<file path="src/sv/atq_pkg.sv">
// Shared types and codes for the alarm timer queue.
`default_nettype none
package atq_pkg;

  typedef enum logic [1:0] {
    OP_SCHEDULE = 2'd0,
    OP_TICK     = 2'd1,
    OP_CLEAR    = 2'd2
  } opcode_e;

  typedef enum logic [2:0] {
    EV_NONE      = 3'd0,
    EV_WAKEUP    = 3'd1,
    EV_MESSAGE   = 3'd2,
    EV_SCHEDULED = 3'd3,
    EV_SCHED_SLP = 3'd4,
    EV_FULL      = 3'd5,
    EV_CLEARED   = 3'd6,
    EV_SILENT    = 3'd7
  } event_kind_e;

  typedef enum logic {
    ST_IDLE,
    ST_TICK
  } back_state_e;

  localparam int unsigned MaxOut  = 16;
  localparam int unsigned PopCntW = 4;
  localparam int unsigned InTimeW = 48;

  typedef struct packed {
    opcode_e     op;
    logic [15:0] proc;
    logic        sleep;
    logic        msg;
    logic [15:0] queue;
    logic [15:0] handle;
  } cmd_t;

  typedef struct packed {
    logic [15:0] proc;
    logic [31:0] id;
    logic        sleep;
    logic        msg;
    logic [15:0] queue;
    logic [15:0] handle;
  } entry_t;

endpackage
`default_nettype wire

</file>
<file path="src/sv/atq_front.sv">
// Front end: accepts requests, drops undefined opcodes, queues commands.
`default_nettype none
module atq_front
  import atq_pkg::*;
#(
  parameter int unsigned TIME_BITS = 48
) (
  input  wire logic                 clk_i,
  input  wire logic                 rst_ni,
  input  wire logic                 in_valid_i,
  output logic                      in_ready_o,
  input  wire logic [1:0]           opcode_i,
  input  wire logic [InTimeW-1:0]   time_value_i,
  input  wire logic [15:0]          process_id_i,
  input  wire logic                 sleep_request_i,
  input  wire logic                 has_message_i,
  input  wire logic [15:0]          queue_descriptor_i,
  input  wire logic [15:0]          message_handle_i,
  output logic                      cmd_valid_o,
  input  wire logic                 cmd_ready_i,
  output cmd_t                      cmd_o,
  output logic [TIME_BITS-1:0]      cmd_time_o
);

  cmd_t                 fifo_q [2];
  logic [TIME_BITS-1:0] time_q [2];
  logic                 wr_ptr_q, rd_ptr_q;
  logic [1:0]           cnt_q;
  logic                 push, pop, op_ok;
  logic [TIME_BITS-1:0] t_in;
  cmd_t                 cmd_in;

  if (TIME_BITS <= InTimeW) begin : g_trunc
    assign t_in = time_value_i[TIME_BITS-1:0];
  end else begin : g_ext
    assign t_in = {{(TIME_BITS-InTimeW){1'b0}}, time_value_i};
  end

  always_comb begin
    unique case (opcode_i)
      OP_SCHEDULE, OP_TICK, OP_CLEAR: op_ok = 1'b1;
      default:                        op_ok = 1'b0;
    endcase
    cmd_in.op     = opcode_e'(opcode_i);
    cmd_in.proc   = process_id_i;
    cmd_in.sleep  = sleep_request_i;
    cmd_in.msg    = has_message_i;
    cmd_in.queue  = queue_descriptor_i;
    cmd_in.handle = message_handle_i;
  end

  assign in_ready_o  = (cnt_q != 2'd2);
  assign push        = in_valid_i && in_ready_o && op_ok;
  assign cmd_valid_o = (cnt_q != 2'd0);
  assign pop         = cmd_valid_o && cmd_ready_i;
  assign cmd_o       = fifo_q[rd_ptr_q];
  assign cmd_time_o  = time_q[rd_ptr_q];

  always_ff @(posedge clk_i) begin
    if (push) begin
      fifo_q[wr_ptr_q] <= cmd_in;
      time_q[wr_ptr_q] <= t_in;
    end
  end

  always_ff @(posedge clk_i or negedge rst_ni) begin
    if (!rst_ni) begin
      wr_ptr_q <= 1'b0;
      rd_ptr_q <= 1'b0;
      cnt_q    <= 2'd0;
    end else begin
      if (push) wr_ptr_q <= ~wr_ptr_q;
      if (pop)  rd_ptr_q <= ~rd_ptr_q;
      cnt_q <= cnt_q + {1'b0, push} - {1'b0, pop};
    end
  end

endmodule
`default_nettype wire

</file>
<file path="config.mk">
export PLATFORM = sky130hd
export DESIGN_NAME = atq_front
export DESIGN_NICKNAME = d
export VERILOG_FILES = /design/src/sv/atq_pkg.sv /design/src/sv/atq_front.sv
export SDC_FILE = /design/constraint.sdc
export NUM_CORES = 1
export LEC_CHECK = 0
export BUFFER_PORTS_ARGS = -buffer_cell sky130_fd_sc_hd__buf_2
export CAP_MARGIN = 20
export CORE_MARGIN = 8
export CORE_UTILIZATION = 55
export CTS_BUF_LIST = sky130_fd_sc_hd__clkbuf_8
export DETAILED_ROUTE_END_ITERATION = 7
export GPL_TIMING_DRIVEN = 0
export PLACE_DENSITY = 0.83
export RECOVER_POWER = 100
export SLEW_MARGIN = 20
export SYNTH_ARGS = -nofsm -noshare
export SYNTH_HDL_FRONTEND = slang
export SYNTH_SLANG_ARGS = --single-unit
</file>
<file path="constraint.sdc">
create_clock -name clk_i -period 10.44 [get_ports clk_i]
set_clock_uncertainty 0.1 [all_clocks]
set_input_delay 0 -clock clk_i [delete_from_list [all_inputs] [get_ports clk_i]]
set_output_delay 0 -clock clk_i [all_outputs]
set_load 0.01 [all_outputs]
</file>
# Word level (Yosys, flattened, before mapping)
# Memory sizes are Yosys's and may differ from the RTL's.
# Cells that the tools add are included.
# totals
regBits	4
ram_bits	200
input_bits	104
out_inout_bits	102
word_cells	21
n_memories	2
# classes
n_addsub	2
eq_ne	3
mux	3
bitwise_logic	2
reduce_logical	6
# memory_table
memory	depth	word_bits	read_ports	rd_ports_with_merged_regs	write_ports	line	rtl
fifo_q	2	52	1	0	1	atq_front.sv:25	cmd_t fifo_q [2];
time_q	2	48	1	0	1	atq_front.sv:26	logic [TIME_BITS-1:0] time_q [2];
# ops
operator	n
logical AND 1 bit	3
two-way mux 1 bit	3
OR reduction 3 bit	1
adder 2 x 1 -> 2 bit	1
== test 2 x 1 -> 1 bit (second input constant)	1
== test 2 bit (second input constant)	1
logical NOT 2 bit	1
inequality test 2 bit (second input constant)	1
NOT 1 bit	2
nonzero test 2 bit	1
subtractor 2 x 1 -> 2 bit	1

# Longest topological paths before layout
# Gate-level depths: netlist of run 1.
# logic_depth
ltp_word	6
mapped_depth	6
mapped_depth_nobuf	6

# Least setup slack after synthesis of run 1
# No wires, ideal clock.
# synth_timing
kind	register to register
start	reg cnt_q[0]
end	mem fifo_q[0][0] (netlist name), enable pin
setup_time_ps	559
arrival_time_ps	4890
t_required_ps	9781
setup_slack_ps	4891
stages_incl_launch_ff	4
path_buffers	0
synth_period_minus_slack_ps	5549
path_cell_list	dfrtp_1 -> nand2b_1 -> nand2_1 -> nor2_1
# synth_via
elab_chain_cells	5
# synth_lines
item	line	rtl
start, declared	atq_front.sv:28	logic [1:0] cnt_q;
start signal, assigned	atq_front.sv:74	cnt_q <= cnt_q + {1'b0, push} - {1'b0, pop};
inequality test 2 bit	atq_front.sv:52	assign in_ready_o = (cnt_q != 2'd2);
via in_ready_o	atq_front.sv:11	output logic in_ready_o,
logical AND 1 bit (2 in series)	atq_front.sv:53	assign push = in_valid_i && in_ready_o && op_ok;
two-way mux 1 bit	atq_front.sv:60	if (push) begin
two-way mux 1 bit (implied by the code)	atq_front.sv:61	fifo_q[wr_ptr_q] <= cmd_in;
end, declared	atq_front.sv:25	
# The timed path passes the listed nets, and every way through them passes these cells.

# Final worst setup path of run 1
# layout_timing
start	reg cnt_q[0]
end	mem fifo_q[1][11] (netlist name), enable pin
# layout_via
elab_chain_cells	5
# layout_lines
item	line
inequality test 2 bit	atq_front.sv:52
logical AND 1 bit (2 in series)	atq_front.sv:53
two-way mux 1 bit	atq_front.sv:60
two-way mux 1 bit (implied by the code)	atq_front.sv:61
# Every way passes these cells.

==> results_dict.tcl, run 1 <==
set metrics [dict create \
    outcome "finished with violations" \
    violations "capacitance limit, slew limit" \
    critPathLaunch "cnt_q[0]" \
    layout_setup_ws_ns 5.31 \
    path_cells "nand2b_1 > and3_1 > clkbuf_1" \
    antenna_found_initial 0 \
    final_layout_size_suffix_gt1_share_pct 25.2 \
    hold_start "sleep_request_i" \
    r2r_start "cnt_q[0]" \
    dp_worst_setup_slack_ns 8.29 \
    wirelength_um 17600 \
    cp.arrival_ns 5.13 \
    setup_tns_ns 0 \
    die-area_um2 17600 \
    fin_nets 786 \
    grt_usage_pct 19.5 \
    syn2layout_area_growth_pct 34.1 \
    ctsResizeCount 0 \
    critPathSlowestCell "clkbuf_1" \
    dpl.hpwl_um 10400 \
    fin_total_pwr_w 0.00239 \
    clockPowerShare_pct 23.5 \
    tightest_slew_ns 2.73 \
    ys_seq_area_share_pct 81.5 \
    synth_top_area_share_pct 80.1 \
    clock_latency_ns 0.53 \
    hold_class "input pin to register" \
    syn-num-nets 440 \
    min_period_ns 5.13 \
    period_share_pct 49.2 \
    initial_utilization_pct 56.4 \
    ctsRootBufferMaster "clkbuf_8" \
    synth-async-reset-ratio_pct 1.96 \
    num_vias 4455 \
    netlist_top_cells_count "200 x edfxtp_1, 100 x mux2_2, 10 x buf_6, 4 x dfrtp_1, 3 x nand2_1" \
    dr.pass1.iters 4 \
    routedWlPerCell_um 19.9 \
    powerDensity_nw_per_um2 238 \
    routed_via_density 5.06 \
    endpoint_kind "register" \
    synthCells 335 \
    clkSlewWorstSetupHoldPaths_ns 0.06 \
    cp_max_fo 54 \
    drc_errors 0 \
    core_um2 13300 \
    cp-start-kind "register" \
    rows 42 \
    drt_iter0_drc 273 \
    clk_path_buf_depth 3 \
    cts.sinks 204 \
    die_y_um 133 \
    yosys_warnings 0 \
    hold_viol_final 0 \
    synth_edf_count 200 \
    synth_area_um2 7490 \
    grt.overflow.total 0 \
    synth_seq_cells 204 \
    grt_pass1_wl_um 27300 \
    finalSetupViolCount 0 \
    cellInternalPower_w 0.00165 \
    relSlewSlack_pct -81.8 \
    fp.dieW_um 133 \
    required_ns 10.44 \
    grt_pass1_vias 5104 \
    grt_max_degree 55 \
    max-cap-violations 3 \
    fmax_mhz 195 \
    comb_power_share_pct 29.6 \
    ant_nets 0 \
    power_frac_seq_pct 46.9 \
    rsz0062_at_grt "false" \
    num_io_pins 206 \
    peakVddDrop_uv 172 \
    place_congestion 0.717 \
    switching_power_w 0.000741 \
    ys_top_cells_by_area "edfxtp_1 80%, mux2_2 15%, buf_6 1.5%" \
    cpLargestDelayFamily "simple AND/OR/NAND/NOR gates" \
    synthFlopType "edfxtp_1" \
    crit_path_max_incr_delay_ns 2.03 \
    synth_cell_types 21 \
    cts_tree "yes" \
    p_sw_share_pct 31.0 \
    worstSetupPathType "register to register" \
    synth.most_common_cell "edfxtp_1" \
    synth_top_area_cell "edfxtp_1" \
    cts_buffers 30 \
    cts_htree_levels 1 \
    avgSynthCellArea_um2 22.4 \
    critPathBufInv 1 \
    antenna_cells 0 \
    io_buffers 205 \
    finalMaxSlewViolations 132 \
    p_leak_nw 3.49 \
]
==> layer usage <==
metal  routed length (µm)  GRT usage, %  vias to the layer above
met2                 9300          35.5                      186
met1                 6620          21.6                     2203
li1                     -             -                     2032
met5                    0             0                        -
met4                  348          5.87                        0
met3                 1300          5.75                       34
==> timing repair <==
action,4_1_cts,5_1_grt
hold endpoints to repair,219,0
hold buffers,104,0
buffers inserted,0,0
==> area by class of cell <==
| class | instances | area (µm²) |
|---|---|---|
| flip-flops and latches | 204 | 6110 |
| fillers | 847 | 3250 |
| repair buffers | 314 | 1890 |
| multi-input cells | 120 | 1270 |
| clock buffers | 31 | 427 |
| well taps | 176 | 220 |
| clock inverters | 25 | 96.3 |
| plain buffers | 11 | 41.3 |
==> cell families after synthesis <==
group,count (synthesis),share of synthesized area (%)
simple gates,11,0.818
mux,100,15.0
fa+ha+maj,1,0.167
xor+xnor,3,0.351
flops,204,81.5
compound gates,5,0.601
buf+inv,11,1.57
==> flip-flops by register name, indices dropped and copies added, names as in the netlist <==
signal and cells:
rd_ptr_q 1, wr_ptr_q 1, cnt_q 2, fifo_q 104
time_q 96
==> power groups by stage <==
stage,clock [W],combinational (W),sequential [W]
after global placement,0,0.000728,0.00114
after CTS,0.000566,0.000814,0.00111
after floorplan,0,0.000475,0.00113
after global routing,0.000609,0.000763,0.00113
final,0.000562,0.000708,0.00112
after detailed placement,0,0.000777,0.00113
==> through the flow <==
stage               cells  hold slack (ns)  utilization [%]  area, µm²
floorplan             335           -0.396                -       7490
global placement      716           -0.289             65.7       8740
detailed placement    721           -0.283             66.8       8880
CTS                   881           0.0522             78.6      10400
global route          881           0.0606             75.6      10000
finish                881           0.0854             75.6      10000
==> path summary, 6_finish.rpt <==
check                      cells past startpoint       endpoint  slack, ns
setup / recovery                               3  fifo_q[1][11]       5.31
hold / removal                                 2  fifo_q[0][33]       0.09
setup reg to reg                               3  fifo_q[1][11]       5.31
hold reg to reg                                1       wr_ptr_q       0.40
max in group asynchronous                      3       cnt_q[0]       9.76
min in group asynchronous                      3       rd_ptr_q       0.29
==> cells in the final DEF (no fill, tap or decap), drive strengths merged <==
| cell | netlist | final |
|---|---|---|
| ha | 1 | 1 |
| o21ai | 1 | 1 |
| nand3 | 1 | 1 |
| xnor2 | 2 | 2 |
| xor2 | 1 | 1 |
| nand2b | 1 | 1 |
| inv | 0 | 13 |
| nor2 | 2 | 2 |
| a21oi | 2 | 2 |
| dlygate4sd3 | 0 | 104 |
| edfxtp | 200 | 200 |
| and2b | 1 | 1 |
| buf | 11 | 43 |
| a211oi | 1 | 1 |
| clkinv | 0 | 12 |
| or2 | 1 | 1 |
| mux2 | 100 | 100 |
| clkbuf | 0 | 209 |
| nor3 | 1 | 1 |
| dfrtp | 4 | 4 |
| a21boi | 1 | 1 |
| and3 | 1 | 1 |
| nand2 | 3 | 3 |
==> worst reg2reg max path, cell delays in order, from the launching register on <==
cell	delay, ns
dfrtp_1	0.46
nand2b_1	0.19
and3_1	1.87
clkbuf_1	2.03
Note: power is estimated with default switching activity, not from simulation.
==> run 2: changes to the inputs <==
--- a/config.mk
+++ b/config.mk
@@ -5,14 +5,15 @@
 export SDC_FILE = /design/constraint.sdc
 export NUM_CORES = 1
 export LEC_CHECK = 0
+export ABC_AREA = 1
 export BUFFER_PORTS_ARGS = -buffer_cell sky130_fd_sc_hd__buf_2
 export CAP_MARGIN = 20
 export CORE_MARGIN = 8
-export CORE_UTILIZATION = 55
+export CORE_UTILIZATION = 54
 export CTS_BUF_LIST = sky130_fd_sc_hd__clkbuf_8
 export DETAILED_ROUTE_END_ITERATION = 7
 export GPL_TIMING_DRIVEN = 0
-export PLACE_DENSITY = 0.83
+export PLACE_DENSITY = 0.82
 export RECOVER_POWER = 100
 export SLEW_MARGIN = 20
 export SYNTH_ARGS = -nofsm -noshare
==> constraint.sdc (replaced) <==
create_clock -name clk_i -period 5.3 [get_ports clk_i]
set_clock_uncertainty 0.1 [all_clocks]
set_input_delay 0 -clock clk_i [delete_from_list [all_inputs] [get_ports clk_i]]
set_output_delay 0 -clock clk_i [all_outputs]
set_load 0.01 [all_outputs]
==> run 2 against run 1 <==
The run still ends with capacitance limit, slew limit left. Cell area is 1.8% higher. Via count is 23% higher. Core utilization is 1.0 points lower. Clock power is 94% higher. First-iteration DRC count is 52% higher. Non-clock buffer count is 10 higher. Critical path depth is 2 higher. Routed wire length is 11% higher. Fmax is 46% higher. Synthesized area hardly changed. Critical endpoint is now fifo_q[0][20].
==> results_dict.tcl, run 2 <==
set metrics [dict create \
    ant_nets 0 \
    cts_htree_levels 1 \
    synthCells 556 \
    cp.arrival_ns 3.65 \
    worstSetupPathType "register to register" \
    cp-start-kind "register" \
    wirelength_um 19500 \
    synth_seq_cells 204 \
    layout_common_cells "313 x nand2_1, 200 x edfxtp_1, 178 x clkbuf_1" \
    fillers 930 \
    top_register "fifo_q" \
    rows 43 \
    routedWlPerCell_um 17.7 \
    synth.most_common_cell "nand2_1" \
    cts.sinks 204 \
    clk_path_buf_depth 3 \
    hold_start "process_id_i[6]" \
    synth_cell_types 14 \
    finalMaxSlewViolations 64 \
    rsz0062_at_grt "false" \
    powerDensity_nw_per_um2 486 \
    clock_latency_ns 0.53 \
    endpoint_kind "register" \
    setup_tns_ns 0 \
    outcome "finished with violations" \
    num_io_pins 206 \
    final_layout_size_suffix_gt1_share_pct 9.32 \
    postCtsSetupBuffers 0 \
    cts_buffers 31 \
    routed_via_density 4.97 \
    place_congestion 0.742 \
    ys_seq_area_share_pct 81.4 \
    peakVddDrop_uv 280 \
    r2r_start "cnt_q[0]" \
    min_period_ns 3.51 \
    critPathBufInv 3 \
    required_ns 5.44 \
    num_vias 5485 \
    min_to "fifo_q[1][40]" \
    avgSynthCellArea_um2 13.5 \
    relSlewSlack_pct -45.5 \
    tightest_slew_ns 2.17 \
    grt_usage_pct 21.3 \
    synthFlopType "edfxtp_1" \
    synth_edf_count 200 \
    p_leak_nw 4.07 \
    netlist_top_cells_count "313 x nand2_1, 200 x edfxtp_1, 10 x buf_2, 10 x buf_4, 8 x inv_1" \
    period_share_pct 66.3 \
    final_common_cell "nand2_1" \
    hold_class "input pin to register" \
    grt_max_degree 58 \
    synth_area_um2 7500 \
    grt_pass1_wl_um 30100 \
    cellInternalPower_w 0.00318 \
    path_cells "inv_1 > nand2_1 > nand4_1 > clkinvlp_2 > buf_16" \
    final_area_um2 10200 \
    critPathSlowestCell "clkinvlp_2" \
    initial_utilization_pct 54.7 \
    synth_top_area_share_pct 80.1 \
    max-cap-violations 2 \
    syn2layout_area_growth_pct 36.3 \
    switching_power_w 0.00179 \
    drt_iter0_drc 414 \
    dr.pass1.iters 5 \
    drc_errors 0 \
    post-route-util_pct 74.5 \
    io_buffers 205 \
    largest_register_ff_count 104 \
    hold_viol_final 0 \
    grt.overflow.total 0 \
    dpl_cell_area_um2 8900 \
    r2r-end "fifo_q[0][20]" \
    synth_top_area_cell "edfxtp_1" \
    cts_tree "yes" \
    synth-async-reset-ratio_pct 1.96 \
    die_y_um 134 \
    comb_power_share_pct 34.0 \
    die-area_um2 17900 \
    core_um2 13700 \
    clkSlewWorstSetupHoldPaths_ns 0.06 \
    ys_top_cells_by_area "edfxtp_1 80%, nand2_1 16%, dfrtp_1 1.3%" \
    cpLargestDelayFamily "buffers and inverters" \
    finalSetupViolCount 0 \
    p_sw_share_pct 36.0 \
    fin_nets 1008 \
    crit_path_max_incr_delay_ns 1.57 \
    cp_max_fo 57 \
    holdPathStages 2 \
    antenna_found_initial 1 \
    yosys_warnings 0 \
    ctsRootBufferMaster "clkbuf_8" \
    dpl.hpwl_um 11800 \
    power_frac_seq_pct 44.1 \
    syn-num-nets 661 \
    violations "capacitance limit, slew limit" \
    rr_worst_depth 5 \
    fmax_mhz 285 \
    fp.dieW_um 134 \
    regToRegSetupSlack_ns 1.79 \
    reg.largest.list "fifo_q (104), time_q (96), cnt_q (2)" \
    grt_pass1_vias 5753 \
    clockPowerShare_pct 22.0 \
]
run 2: logic make-up after synthesis:
kind of cell | synth area share (%)
xor+xnor | 0.117
simple gates | 16.1
fa+ha+maj | 0.167
buf+inv | 2.17
flops | 81.4
run 2: cell type report:
cell class	count	area, µm²	share of cell area (%)
antenna	1	2.50	0.0245
buffer	21	116	1.14
clock buffer	31	427	4.17
clock inverter	22	87.6	0.857
inverter	9	35.0	0.343
multi-input combinational	322	1230	12.0
sequential	204	6110	59.7
tap	180	225	2.20
timing repair buffer	314	1990	19.5
run 2: power groups by stage:
stage | logic, W | registers (W) | clock network [W]
finish | 0.00169 | 0.00219 | 0.00109
floorplan | 0.000941 | 0.00222 | 0
CTS | 0.00179 | 0.00218 | 0.00110
global route | 0.00187 | 0.00221 | 0.00118
global placement | 0.00159 | 0.00224 | 0
detailed placement | 0.00171 | 0.00221 | 0
run 2: stage by stage:
step	instances	total power [W]	hold slack, ns	worst slack, ns
after detailed placement	946	0.00392	-0.290	3.06
after global routing	1104	0.00526	0.0691	1.54
after floorplan	556	0.00316	-0.396	1.44
after CTS	1103	0.00507	0.0469	3.05
final	1104	0.00497	0.0826	1.79
after global placement	941	0.00383	-0.295	0.290
run 2: per-layer routing:
metal,share of wire (%),vias up,track usage [%]
met1,35,2614,23.8
met2,54,261,38.9
met5,0,-,0
li1,-,2569,-
met4,2.4,0,6.80
met3,8.5,41,5.42
run 2: how the worst max path moves through the flow:
| stage | startpoint | end | slack, ns | cells past startpoint |
|---|---|---|---|---|
| 2_1_floorplan | cnt_q[1] | fifo_q[1][0] | 1.44 | 3 |
| 3_3_place_gp | cnt_q[1] | fifo_q[1][26] | 0.29 | 3 |
| 3_5_place_dp | cnt_q[0] | fifo_q[1][26] | 3.06 | 6 |
| 4_1_cts | cnt_q[0] | fifo_q[1][39] | 3.05 | 6 |
| 5_1_grt | cnt_q[0] | fifo_q[0][30] | 1.54 | 5 |
| 6_report | cnt_q[0] | fifo_q[0][20] | 1.79 | 5 |
run 2: what timing repair did:
item | CTS | global route
hold endpoints to repair | 208 | 0
hold buffers | 104 | 0
resized for setup | 0 | 0
==> run 3: changes to the inputs <==
--- a/config.mk
+++ b/config.mk
@@ -5,7 +5,7 @@
 export SDC_FILE = /design/constraint.sdc
 export NUM_CORES = 1
 export LEC_CHECK = 0
-export ABC_AREA = 1
+export ABC_AREA = 0
 export BUFFER_PORTS_ARGS = -buffer_cell sky130_fd_sc_hd__buf_2
 export CAP_MARGIN = 20
 export CORE_MARGIN = 8
==> constraint.sdc (replaced) <==
create_clock -name clk_i -period 3.5 [get_ports clk_i]
set_clock_uncertainty 0.1 [all_clocks]
set_input_delay 0 -clock clk_i [delete_from_list [all_inputs] [get_ports clk_i]]
set_output_delay 0 -clock clk_i [all_outputs]
set_load 0.01 [all_outputs]
==> run 3 against run 2 <==
Core utilization up 0.16 points. The run now ends clean. Register-to-register slack worse by 0.95 ns. Count of clock-buffer cells in the layout unchanged. Critical path depth down 2. Sequential cell count unchanged. Critical endpoint is now fifo_q[1][7]. Sequential share of layout area down 0.12 points. Critical path type unchanged. Global-route usage down 2.4 points. Via count down 20%. Worst hold slack better by 0.010 ns. First-iteration DRC count down 48%.
==> results_dict.tcl, run 3 (synthesis gave the netlist of run 1 again) <==
set metrics [dict create \
    outcome "completed" \
    dpl.hpwl_um 10700 \
    clkSlewWorstSetupHoldPaths_ns 0.06 \
    routedWlPerCell_um 19.5 \
    p_leak_nw 3.58 \
    largest_register_ff_count 104 \
    num_io_pins 206 \
    grt_pass1_wl_um 26300 \
    grt_max_degree 42 \
    ctsRootBufferMaster "clkbuf_8" \
    fillers 862 \
    grt_usage_pct 18.9 \
    cp-start-kind "register" \
    relSlewSlack_pct 0.296 \
    wl_met1_um 6260 \
    cts.sinks 204 \
    fmax_mhz 376 \
    dpl_cell_area_um2 8900 \
    period_share_pct 76.1 \
    num_vias 4393 \
    hold_class "input pin to register" \
    antenna_found_initial 0 \
    required_ns 3.59 \
    crit_path_max_incr_delay_ns 1.18 \
    hold_viol_final 0 \
    cp.arrival_ns 2.76 \
    rsz0062_at_grt "false" \
    routed_via_density 4.96 \
    drc_errors 0 \
    finalMaxSlewViolations 0 \
    wl_met2_um 9350 \
    path_cells "nand2b_1 > and3_1 > buf_12" \
    final_area_um2 10200 \
    cts_hold_buf 104 \
    io_buffers 205 \
    place_congestion 0.716 \
    min_period_ns 2.66 \
    finalSetupViolCount 0 \
    cts_htree_levels 1 \
    die-area_um2 17900 \
    fp.dieW_um 134 \
    endpoint_kind "register" \
    core_um2 13700 \
    routed.top_layer "met4" \
    clk_path_buf_depth 3 \
    worstSetupPathType "register to register" \
    setup_tns_ns 0 \
    route.met3.wl_um 1260 \
    drt_iter0_drc 217 \
    dr.pass1.iters 7 \
    reg.largest.list "fifo_q (104), time_q (96), cnt_q (2)" \
    fin_nets 788 \
    syn2layout_area_growth_pct 36.7 \
    die_y_um 134 \
    wirelength_um 17300 \
    postCtsSetupBuffers 0 \
    grt_pass1_vias 4895 \
    initial_utilization_pct 54.6 \
    max-cap-violations 0 \
    clock_latency_ns 0.54 \
    cts_tree "yes" \
    peakVddDrop_uv 441 \
    grt.overflow.total 0 \
    top_register "fifo_q" \
    cp_max_fo 41 \
    ant_nets 0 \
    powerDensity_nw_per_um2 707 \
    critPathSlowestCell "and3_1" \
    layout_common_cells "200 x edfxtp_1, 160 x clkbuf_1, 104 x dlygate4sd3_1" \
    tightest_slew_ns 1.50 \
    cts_buffers 31 \
    final_layout_size_suffix_gt1_share_pct 28.1 \
    rows 43 \
    final_common_cell "edfxtp_1" \
    ctsResizeCount 0 \
]
-- run 3: cell types whose count changed in the layout (fill, tap and decap cells not counted), moves of 3 or more --
| cell | before | now |
|---|---|---|
| nand2_1 | 313 | 3 |
| buf_4 | 10 | 0 |
| clkbuf_1 | 178 | 160 |
| mux2_2 | 0 | 99 |
| buf_2 | 33 | 45 |
| buf_12 | 0 | 3 |
| inv_1 | 18 | 13 |
| buf_6 | 0 | 9 |
-- run 3: worst paths after layout --
path | from | cells past startpoint | end | slack, ns
min in group asynchronous | rst_ni | 3 | rd_ptr_q | 0.28
worst max-delay path | cnt_q[0] | 3 | fifo_q[1][7] | 0.84
max in group asynchronous | rst_ni | 3 | cnt_q[0] | 2.84
worst min register to register | wr_ptr_q | 1 | wr_ptr_q | 0.47
worst min-delay path | time_value_i[28] | 2 | time_q[1][28] | 0.09
worst max register to register | cnt_q[0] | 3 | fifo_q[1][7] | 0.84
-- run 3: power breakdown --
part | switching, W | internal (W)
sequential | 0.000122 | 0.00320
combinational | 0.00124 | 0.00105
clock | 0.000824 | 0.000813
total | 0.00219 | 0.00506
-- run 3: layout make-up --
class                      count  area (µm²)  share of cell area (%)
clock inverter                23        87.6                   0.855
sequential                   204        6110                    59.6
clock buffer                  31         427                    4.16
antenna                        1        2.50                  0.0244
tap                          180         225                    2.20
timing repair buffer         315        2010                    19.6
multi-input combinational    120        1280                    12.5
buffer                        11         109                    1.06
-- run 3: worst max-delay path, delay by kind of cell (launching register included) --
family / cells / cell delay [ns]
simple gates: 2 / 1.39
buf+inv: 1 / 0.34
flops: 1 / 0.46
-- run 3: per-layer routing --
metal	up-vias	GRT usage [%]
li1	2035	-
met1	2145	20.6
met2	182	35.1
met3	31	4.53
met4	0	6.49
met5	-	0
-- run 3: through the flow --
step                      setup slack (ns)  instances  total power (W)  hold slack, ns  utilization [%]
final                                0.837        885          0.00724          0.0928             74.7
after global routing                 0.677        884          0.00760          0.0686             74.7
after CTS                             1.37        884          0.00741          0.0502             76.2
after detailed placement              1.41        726          0.00568          -0.288             64.9
after global placement              0.0938        720          0.00554          -0.293             63.8
after floorplan                      0.742        335          0.00476          -0.396                -
